--- src/hw/rtl/assert_macros.svh ---
// Assertion helpers used by prga_datapath.sv.
`ifndef ASSERT_MACROS_SVH
`define ASSERT_MACROS_SVH

// Clocked property, masked while reset is held.
`define PRGA_ASSERT(lbl, clk, rst_n, prop, msg) \
  lbl: assert property (@(posedge clk) disable iff (!rst_n) prop) else $error(msg);

// Condition that must never be seen at a clock edge out of reset.
`define PRGA_ASSERT_NEVER(lbl, clk, rst_n, cond, msg) \
  lbl: assert property (@(posedge clk) disable iff (!rst_n) !(cond)) else $error(msg);

`endif

--- src/hw/rtl/prga_pkg.sv ---
package prga_pkg;

  localparam int ID_W   = 3;
  localparam int KIND_W = 2;

  localparam logic OP_REQUEST = 1'b0;
  localparam logic OP_RELEASE = 1'b1;

  localparam logic [KIND_W-1:0] KIND_GRANT   = 2'd0;
  localparam logic [KIND_W-1:0] KIND_QUEUED  = 2'd1;
  localparam logic [KIND_W-1:0] KIND_DROPPED = 2'd2;

  typedef struct packed {
    logic            opcode;
    logic [ID_W-1:0] requester_id;
    logic [ID_W-1:0] left_resource;
    logic [ID_W-1:0] right_resource;
  } in_item_t;

  typedef struct packed {
    logic [KIND_W-1:0] result_kind;
    logic [ID_W-1:0]   target_id;
    logic              last_result;
  } out_item_t;

  typedef enum logic {
    ST_IDLE,
    ST_SCAN
  } ctrl_state_t;

  // Controller to datapath.
  typedef struct packed {
    logic load_req;
    logic load_rel;
    logic scan;
  } dp_cmd_t;

  // Datapath to controller.
  typedef struct packed {
    logic scan_done;
  } dp_status_t;

endpackage

--- src/hw/rtl/prga_ctrl.sv ---
module prga_ctrl import prga_pkg::*; (
  input  logic       clk,
  input  logic       rst_n,
  input  logic       start,
  input  logic       opcode,
  input  dp_status_t status,
  output dp_cmd_t    cmd,
  output logic       busy
);

  ctrl_state_t state_r, state_nxt;

  always_ff @(posedge clk) begin
    if (!rst_n) begin
      state_r <= ST_IDLE;
    end else begin
      state_r <= state_nxt;
    end
  end

  always_comb begin
    state_nxt = state_r;
    cmd       = '0;
    busy      = 1'b0;
    unique case (state_r)
      ST_IDLE: begin
        if (start) begin
          if (opcode == OP_REQUEST) begin
            cmd.load_req = 1'b1;
          end else begin
            cmd.load_rel = 1'b1;
            state_nxt    = ST_SCAN;
          end
        end
      end
      ST_SCAN: begin
        busy     = 1'b1;
        cmd.scan = 1'b1;
        if (status.scan_done) begin
          state_nxt = ST_IDLE;
        end
      end
      default: begin
        state_nxt = ST_IDLE;
      end
    endcase
  end

endmodule

--- src/hw/rtl/prga_datapath.sv ---
`include "assert_macros.svh"

module prga_datapath import prga_pkg::*; #(
  parameter int NUM_MEMBERS = 5
) (
  input  logic       clk,
  input  logic       rst_n,
  input  dp_cmd_t    cmd,
  input  in_item_t   in_item,
  output dp_status_t status,
  output logic       out_strobe,
  output out_item_t  out_item
);

  localparam int IW = $clog2(NUM_MEMBERS);
  localparam int LW = $clog2(NUM_MEMBERS + 1);
  localparam int RW = (LW > ID_W) ? LW : ID_W;

  logic [NUM_MEMBERS-1:0] free_r, free_nxt;
  logic [ID_W-1:0]        queue_r [NUM_MEMBERS];
  logic [ID_W-1:0]        queue_nxt [NUM_MEMBERS];
  logic [LW-1:0]          len_r, len_nxt;
  logic [LW-1:0]          idx_r, idx_nxt;
  logic                   pend_valid_r, pend_valid_nxt;
  logic [ID_W-1:0]        pend_id_r, pend_id_nxt;
  logic                   strobe_r, strobe_nxt;
  out_item_t              item_r, item_nxt;

  logic [NUM_MEMBERS-1:0] req_l_mask, req_r_mask, rel_mask;
  logic [NUM_MEMBERS-1:0] pair_a_mask, pair_b_mask;
  logic                   req_fit, scan_done, scan_hit;
  logic [ID_W-1:0]        waiter;
  logic [RW-1:0]          pair_lo;

  // One-hot bit for a resource number; out-of-range numbers give no bit.
  function automatic logic [NUM_MEMBERS-1:0] res_mask(input logic [RW-1:0] r);
    logic [NUM_MEMBERS-1:0] m;
    for (int k = 0; k < NUM_MEMBERS; k++) begin
      m[k] = (r == RW'(k + 1));
    end
    return m;
  endfunction

  always_comb begin
    req_l_mask = res_mask(RW'(in_item.left_resource));
    req_r_mask = res_mask(RW'(in_item.right_resource));
    rel_mask   = req_l_mask | req_r_mask;
    req_fit    = (|(req_l_mask & free_r)) && (|(req_r_mask & free_r));

    scan_done = (idx_r >= len_r);
    waiter    = queue_r[idx_r[IW-1:0]];
    // Ring neighbor below the waiter, wrapping from the first to the last.
    pair_lo     = (waiter > ID_W'(1)) ? (RW'(waiter) - RW'(1)) : RW'(NUM_MEMBERS);
    pair_a_mask = res_mask(RW'(waiter));
    pair_b_mask = res_mask(pair_lo);
    scan_hit    = (|(pair_a_mask & free_r)) && (|(pair_b_mask & free_r));
  end

  assign status.scan_done = scan_done;

  always_comb begin
    free_nxt       = free_r;
    queue_nxt      = queue_r;
    len_nxt        = len_r;
    idx_nxt        = idx_r;
    pend_valid_nxt = pend_valid_r;
    pend_id_nxt    = pend_id_r;
    strobe_nxt     = 1'b0;
    item_nxt       = item_r;

    priority if (cmd.load_req) begin
      strobe_nxt           = 1'b1;
      item_nxt.target_id   = in_item.requester_id;
      item_nxt.last_result = 1'b1;
      if (req_fit) begin
        free_nxt             = free_r & ~rel_mask;
        item_nxt.result_kind = KIND_GRANT;
      end else if (len_r < LW'(NUM_MEMBERS)) begin
        for (int k = 0; k < NUM_MEMBERS; k++) begin
          if (len_r == LW'(k)) begin
            queue_nxt[k] = in_item.requester_id;
          end
        end
        len_nxt              = len_r + LW'(1);
        item_nxt.result_kind = KIND_QUEUED;
      end else begin
        item_nxt.result_kind = KIND_DROPPED;
      end
    end else if (cmd.load_rel) begin
      free_nxt       = free_r | rel_mask;
      idx_nxt        = '0;
      pend_valid_nxt = 1'b0;
    end else if (cmd.scan) begin
      if (scan_done) begin
        // Flush the held grant as the final beat of this release.
        if (pend_valid_r) begin
          strobe_nxt           = 1'b1;
          item_nxt.result_kind = KIND_GRANT;
          item_nxt.target_id   = pend_id_r;
          item_nxt.last_result = 1'b1;
        end
        pend_valid_nxt = 1'b0;
      end else if (scan_hit) begin
        free_nxt = free_r & ~(pair_a_mask | pair_b_mask);
        // Close the gap; the index stays so the next waiter is not skipped.
        for (int k = 0; k < NUM_MEMBERS; k++) begin
          if (LW'(k) >= idx_r) begin
            queue_nxt[k] = (k + 1 < NUM_MEMBERS) ? queue_r[(k + 1) % NUM_MEMBERS] : '0;
          end
        end
        len_nxt = len_r - LW'(1);
        if (pend_valid_r) begin
          strobe_nxt           = 1'b1;
          item_nxt.result_kind = KIND_GRANT;
          item_nxt.target_id   = pend_id_r;
          item_nxt.last_result = 1'b0;
        end
        pend_valid_nxt = 1'b1;
        pend_id_nxt    = waiter;
      end else begin
        idx_nxt = idx_r + LW'(1);
      end
    end else begin
      // hold
    end
  end

  always_ff @(posedge clk) begin
    if (!rst_n) begin
      free_r       <= '1;
      queue_r      <= '{default: '0};
      len_r        <= '0;
      idx_r        <= '0;
      pend_valid_r <= 1'b0;
      strobe_r     <= 1'b0;
    end else begin
      free_r       <= free_nxt;
      queue_r      <= queue_nxt;
      len_r        <= len_nxt;
      idx_r        <= idx_nxt;
      pend_valid_r <= pend_valid_nxt;
      strobe_r     <= strobe_nxt;
    end
  end

  always_ff @(posedge clk) begin
    pend_id_r <= pend_id_nxt;
    item_r    <= item_nxt;
  end

  assign out_strobe = strobe_r;
  assign out_item   = item_r;

  `PRGA_ASSERT(a_hit_shrinks, clk, rst_n, (cmd.scan && !scan_done && scan_hit) |=> (len_r == $past(len_r) - LW'(1)), "scan hit did not remove a waiter")
  `PRGA_ASSERT(a_done_flushes, clk, rst_n, (cmd.scan && scan_done) |=> !pend_valid_r, "held grant survived end of scan")
  `PRGA_ASSERT_NEVER(a_queued_last, clk, rst_n, strobe_r && (item_r.result_kind != KIND_GRANT) && !item_r.last_result, "queued or dropped beat not marked last")
  `PRGA_ASSERT_NEVER(a_len_bound, clk, rst_n, (len_r > LW'(NUM_MEMBERS)) || (idx_r > len_r), "queue length or scan index out of bounds")

endmodule

--- src/hw/rtl/paired_resource_grant_arbiter.sv ---
// Coordinator for a ring of NUM_MEMBERS requesters, each needing resources k and k-1 (the
// first wraps to the last). A command is taken when start is high and busy is low. A request
// leaves busy low: one beat appears on out_item in the next cycle, marked by out_strobe, with
// kind grant, queued or dropped (queue full). A release holds busy high while the wait queue
// is scanned one entry per cycle. Each waiter whose pair is free is granted in queue order; a
// grant beat is held until the next grant or the end of the scan shows whether it is the
// final one, leaves in the cycle after that, and the final one carries last_result.
// A release that serves nobody gives no beat. Beats cannot be held off by the receiver.
module paired_resource_grant_arbiter import prga_pkg::*; #(
  parameter int NUM_MEMBERS = 5
) (
  input  logic      clk,
  input  logic      rst_n,
  input  logic      start,
  output logic      busy,
  input  in_item_t  in_item,
  output logic      out_strobe,
  output out_item_t out_item
);

  dp_cmd_t    cmd;
  dp_status_t status;

  prga_ctrl u_ctrl (
    .clk    (clk),
    .rst_n  (rst_n),
    .start  (start),
    .opcode (in_item.opcode),
    .status (status),
    .cmd    (cmd),
    .busy   (busy)
  );

  prga_datapath #(
    .NUM_MEMBERS (NUM_MEMBERS)
  ) u_datapath (
    .clk        (clk),
    .rst_n      (rst_n),
    .cmd        (cmd),
    .in_item    (in_item),
    .status     (status),
    .out_strobe (out_strobe),
    .out_item   (out_item)
  );

endmodule

--- config.mk ---
export PLATFORM = sky130hd
export DESIGN_NAME = paired_resource_grant_arbiter
export DESIGN_NICKNAME = d
export VERILOG_FILES = /design/src/hw/rtl/prga_pkg.sv /design/src/hw/rtl/prga_ctrl.sv /design/src/hw/rtl/prga_datapath.sv /design/src/hw/rtl/paired_resource_grant_arbiter.sv
export VERILOG_INCLUDE_DIRS = /design/src /design/src/hw/rtl
export SDC_FILE = /design/constraint.sdc
export NUM_CORES = 1
export LEC_CHECK = 0
export BUFFER_PORTS_ARGS = -buffer_cell sky130_fd_sc_hd__buf_2
export CAP_MARGIN = 5
export CORE_UTILIZATION = 30
export DETAILED_ROUTE_END_ITERATION = 10
export PLACE_DENSITY = 0.5
export SLEW_MARGIN = 25
export SYNTH_ARGS = -nofsm -noshare
export SYNTH_HDL_FRONTEND = slang
export SYNTH_SLANG_ARGS = --single-unit
--- constraint.sdc ---
create_clock -name clk -period 4 [get_ports clk]
set_clock_uncertainty 0.05 [all_clocks]
set_input_delay 0.2 -clock clk [delete_from_list [all_inputs] [get_ports clk]]
set_output_delay 0.2 -clock clk [all_outputs]
set_load 0.01 [all_outputs]
==> flow_metrics.tcl <==
set metrics [dict create \
    status "finished, final reports clean" \
    clock_latency_ns 0.29 \
    fin_area_sq_mm 0.00295 \
    synth_top_family_by_area "compound AO/OA/AOI/OAI gates" \
    critPathKind "register to register" \
    cts_tree "done" \
    postRouteAntennaNets 0 \
    synthMuxAreaShare_pct 4.26 \
    arrival_ns 3.92 \
    slowest_delay_ns 0.56 \
    peakVddDrop_mv 0.180 \
    crit_chain "nor2_2 > and3_1 > nor3_4 > ha_1 > ha_1 > a211oi_2 > or4b_1 > a41o_1 > o41ai_4 > nor2_1 > a311oi_1" \
    final.setup.worst_slack_ns 0.230 \
    p_total_w 0.00103 \
    die_h_um 94.9 \
    cts_resized 0 \
    drt_iter0_drc 155 \
    hold_viol 0 \
    die_area_sq_mm 0.00900 \
    ys_seq_elements 38 \
    clk_pin_slew_worst_paths_ns 0.08 \
    synthSimpleGateAreaFrac_pct 21.0 \
    finalSetupViolCount 0 \
    n_fill_cell 883 \
    dp_hpwl_um 5480 \
    start_kind "register" \
    start_util_pct 31.2 \
    first_global_vias 2190 \
    finalCritPeriodShare_pct 94.2 \
    cp-end-kind "register" \
    numCtsBuffers 5 \
    vias 2295 \
    synth-xor-area-share_pct 1.35 \
    power.share.clock_pct 32.4 \
    p_per_area_mw_per_mm2 350 \
    syn_inst 305 \
    sw_frac_of_total_pct 31.5 \
    async_flop_share_pct 0 \
    synth-main-ff-cell "dfxtp_1" \
    cts_buffer_depth 2 \
    critPathTopFamily "simple AND/OR/NAND/NOR gates" \
    post_cts_buffers 0 \
    core-area_sq_mm 0.00830 \
    leakage_nw 1.26 \
    grt_max_degree 27 \
    cpMostUsedCell "ha_1" \
    rsz0062_at_grt "no" \
    gr-total-overflow 0 \
    io_buffer_count 20 \
    io_pins 21 \
    final.setup.tns_ns 0 \
    synth_area_leaders "dfxtp_1 (23%), edfxtp_1 (9.3%), ha_1 (8.2%)" \
    antenna_found_initial 0 \
    postCtsHoldBufs 0 \
    cpMaxStageDelayCell "dfxtp_1" \
    diodes 0 \
    synth_edf_count 8 \
    vias_per_cell 5.29 \
    fp.dieW_um 94.9 \
    layout-drive-gt1-share_pct 15.8 \
    postPlaceCellArea_sq_mm 0.00283 \
    synth-seq-area-share_pct 32.5 \
    maxSlewHeadroom_pct 64.4 \
    worstPathRequired_ns 4.15 \
    grt_usage_pct 17.5 \
    share_comb_of_total_power_pct 25.7 \
    synth_top_area_share_pct 23.2 \
    cp_num_buf_inv 0 \
    nNetsFinal 358 \
    p_switching_w 0.000324 \
    place_ws_ns 0.275 \
    areaGrowthSynthToFinish_pct 13.9 \
    synth_nets 335 \
    synth_warnings 0 \
    post_synth_fa_ha_maj_area_fraction_pct 8.22 \
    seq_power_share_pct 41.9 \
    min_period_ns 3.77 \
    crit_fanout 10 \
    synth_cell_types 60 \
    finalMaxSlewViolations 0 \
    reg2reg_setup_slack_ns 0.23 \
    wl_per_cell_um 16.7 \
    gp_congestion 0.888 \
    p_int_w 0.000707 \
    fmaxAchievable_ghz 0.265 \
    drt_first_pass_iters 4 \
    syn_area_sq_mm 0.00259 \
    drt-total-wl_um 7240 \
    numClockSinks 38 \
    rows 33 \
    drc 0 \
    worst_pin_slew_ns 0.533 \
    cts_root_buf "clkbuf_8" \
    yosysTopAreaCell "dfxtp_1" \
    holdCritPathClass "primary input to register" \
    cap_violations 0 \
    grt_pass1_wl_um 11900 \
    synth-compound-area-share_pct 26.9 \
    syn_avg_cell_area_sq_um 8.48 \
    cts-htree-levels 2 \
]
placed cells by master (no fill, tap or decap), types with 5 or more instances in the layout:
master / count
a21oi_1: 12
a31oi_1: 8
and2_1: 5
buf_2: 20
buf_4: 13
clkbuf_8: 5
dfxtp_1: 30
edfxtp_1: 8
ha_1: 16
inv_1: 17
mux2i_1: 5
nand2_1: 39
nand3_1: 21
nor2_1: 22
nor2b_1: 9
o211a_1: 10
o21ai_0: 12
routing by layer:
layer  vias up  track usage, %  part of all wire (%)
li1       1164               -                     -
met1      1082            25.8                    52
met2        43            26.1                    43
met3         6            2.90                   3.7
met4         0            4.17                  0.86
met5         -               0                     0
registers in the layout, summed over array words and instances (netlist names):
| register | cells |
|---|---|
| u_datapath.queue_r | 15 |
| u_datapath.out_item | 6 |
| u_datapath.free_r | 5 |
| u_datapath.idx_r | 3 |
| u_datapath.len_r | 3 |
| u_datapath.pend_id_r | 3 |
| u_ctrl.state_r | 1 |
| u_datapath.out_strobe | 1 |
| u_datapath.pend_valid_r | 1 |
worst register-to-register path, delay by kind of cell (launching register included):
family | cells | cell delay (ns)
flops | 1 | 0.56
compound gates | 4 | 1.22
fa+ha+maj | 2 | 0.44
simple gates | 5 | 1.40
synthesized netlist by cell type (4+ instances only):
cell and instances:
nor2_1 22, nor2b_1 9, o21ai_0 12, o211a_1 10
inv_1 17, a211oi_1 4, nand2_1 39, dfxtp_1 30
and2_1 5, edfxtp_1 8, a31oi_1 8, mux2i_1 5
ha_1 17, a21oi_1 12, nand3_1 21, o31ai_1 4
a32o_1 4, clkbuf_1 10, a21boi_0 4
final timing paths:
kind / start / end / cells after the start
hold reg to reg: u_datapath.queue_r[13]$_SDFFE_PN0P_ / u_datapath.queue_r[13]$_SDFFE_PN0P_ / 2
setup reg to reg: u_datapath.idx_r[0]$_SDFFE_PN0P_ / u_datapath.queue_r[13]$_SDFFE_PN0P_ / 11
setup / recovery: u_datapath.idx_r[0]$_SDFFE_PN0P_ / u_datapath.queue_r[13]$_SDFFE_PN0P_ / 11
hold / removal: in_item[6] / u_datapath.queue_r[0]$_SDFFE_PN0P_ / 3
cell families after synthesis:
logic type               after synthesis
AO/OA/AOI/OAI                         90
flip-flops                            38
multiplexers                          10
adder cells (fa/ha/maj)               17
buffers and inverters                 34
AND/OR/NAND/NOR                      112
XOR/XNOR                               4
final cells by class:
cell class                      instances  area (sq um)  share of cell area (%)
Clock buffer                            5          68.8                    2.34
Tap cell                              105           131                    4.46
Inverter                               17          63.8                    2.17
Clock inverter                          3          42.5                    1.44
Sequential cell                        38           841                    28.5
Timing Repair Buffer                   33           198                    6.71
Multi-Input combinational cell        233          1600                    54.4
per-stage QoR:
| step | utilization (%) | hold slack, ns | cells |
|---|---|---|---|
| after detailed placement | 34.1 | 0.451 | 426 |
| after global routing | 35.5 | 0.193 | 434 |
| after CTS | 35.4 | 0.180 | 434 |
| final | 35.5 | 0.187 | 434 |
| after global placement | 34.1 | 0.440 | 426 |
| after floorplan | - | 0.360 | 305 |
power groups by stage:
stage          logic, W  clock network [W]  registers [W]
6_report       0.000265           0.000334       0.000432
5_1_grt        0.000292           0.000361       0.000435
4_1_cts        0.000264           0.000347       0.000432
3_5_place_dp   0.000261                  0       0.000440
3_3_place_gp   0.000261                  0       0.000440
2_1_floorplan  0.000178                  0       0.000435
Note: power is estimated with default switching activity, not from simulation.
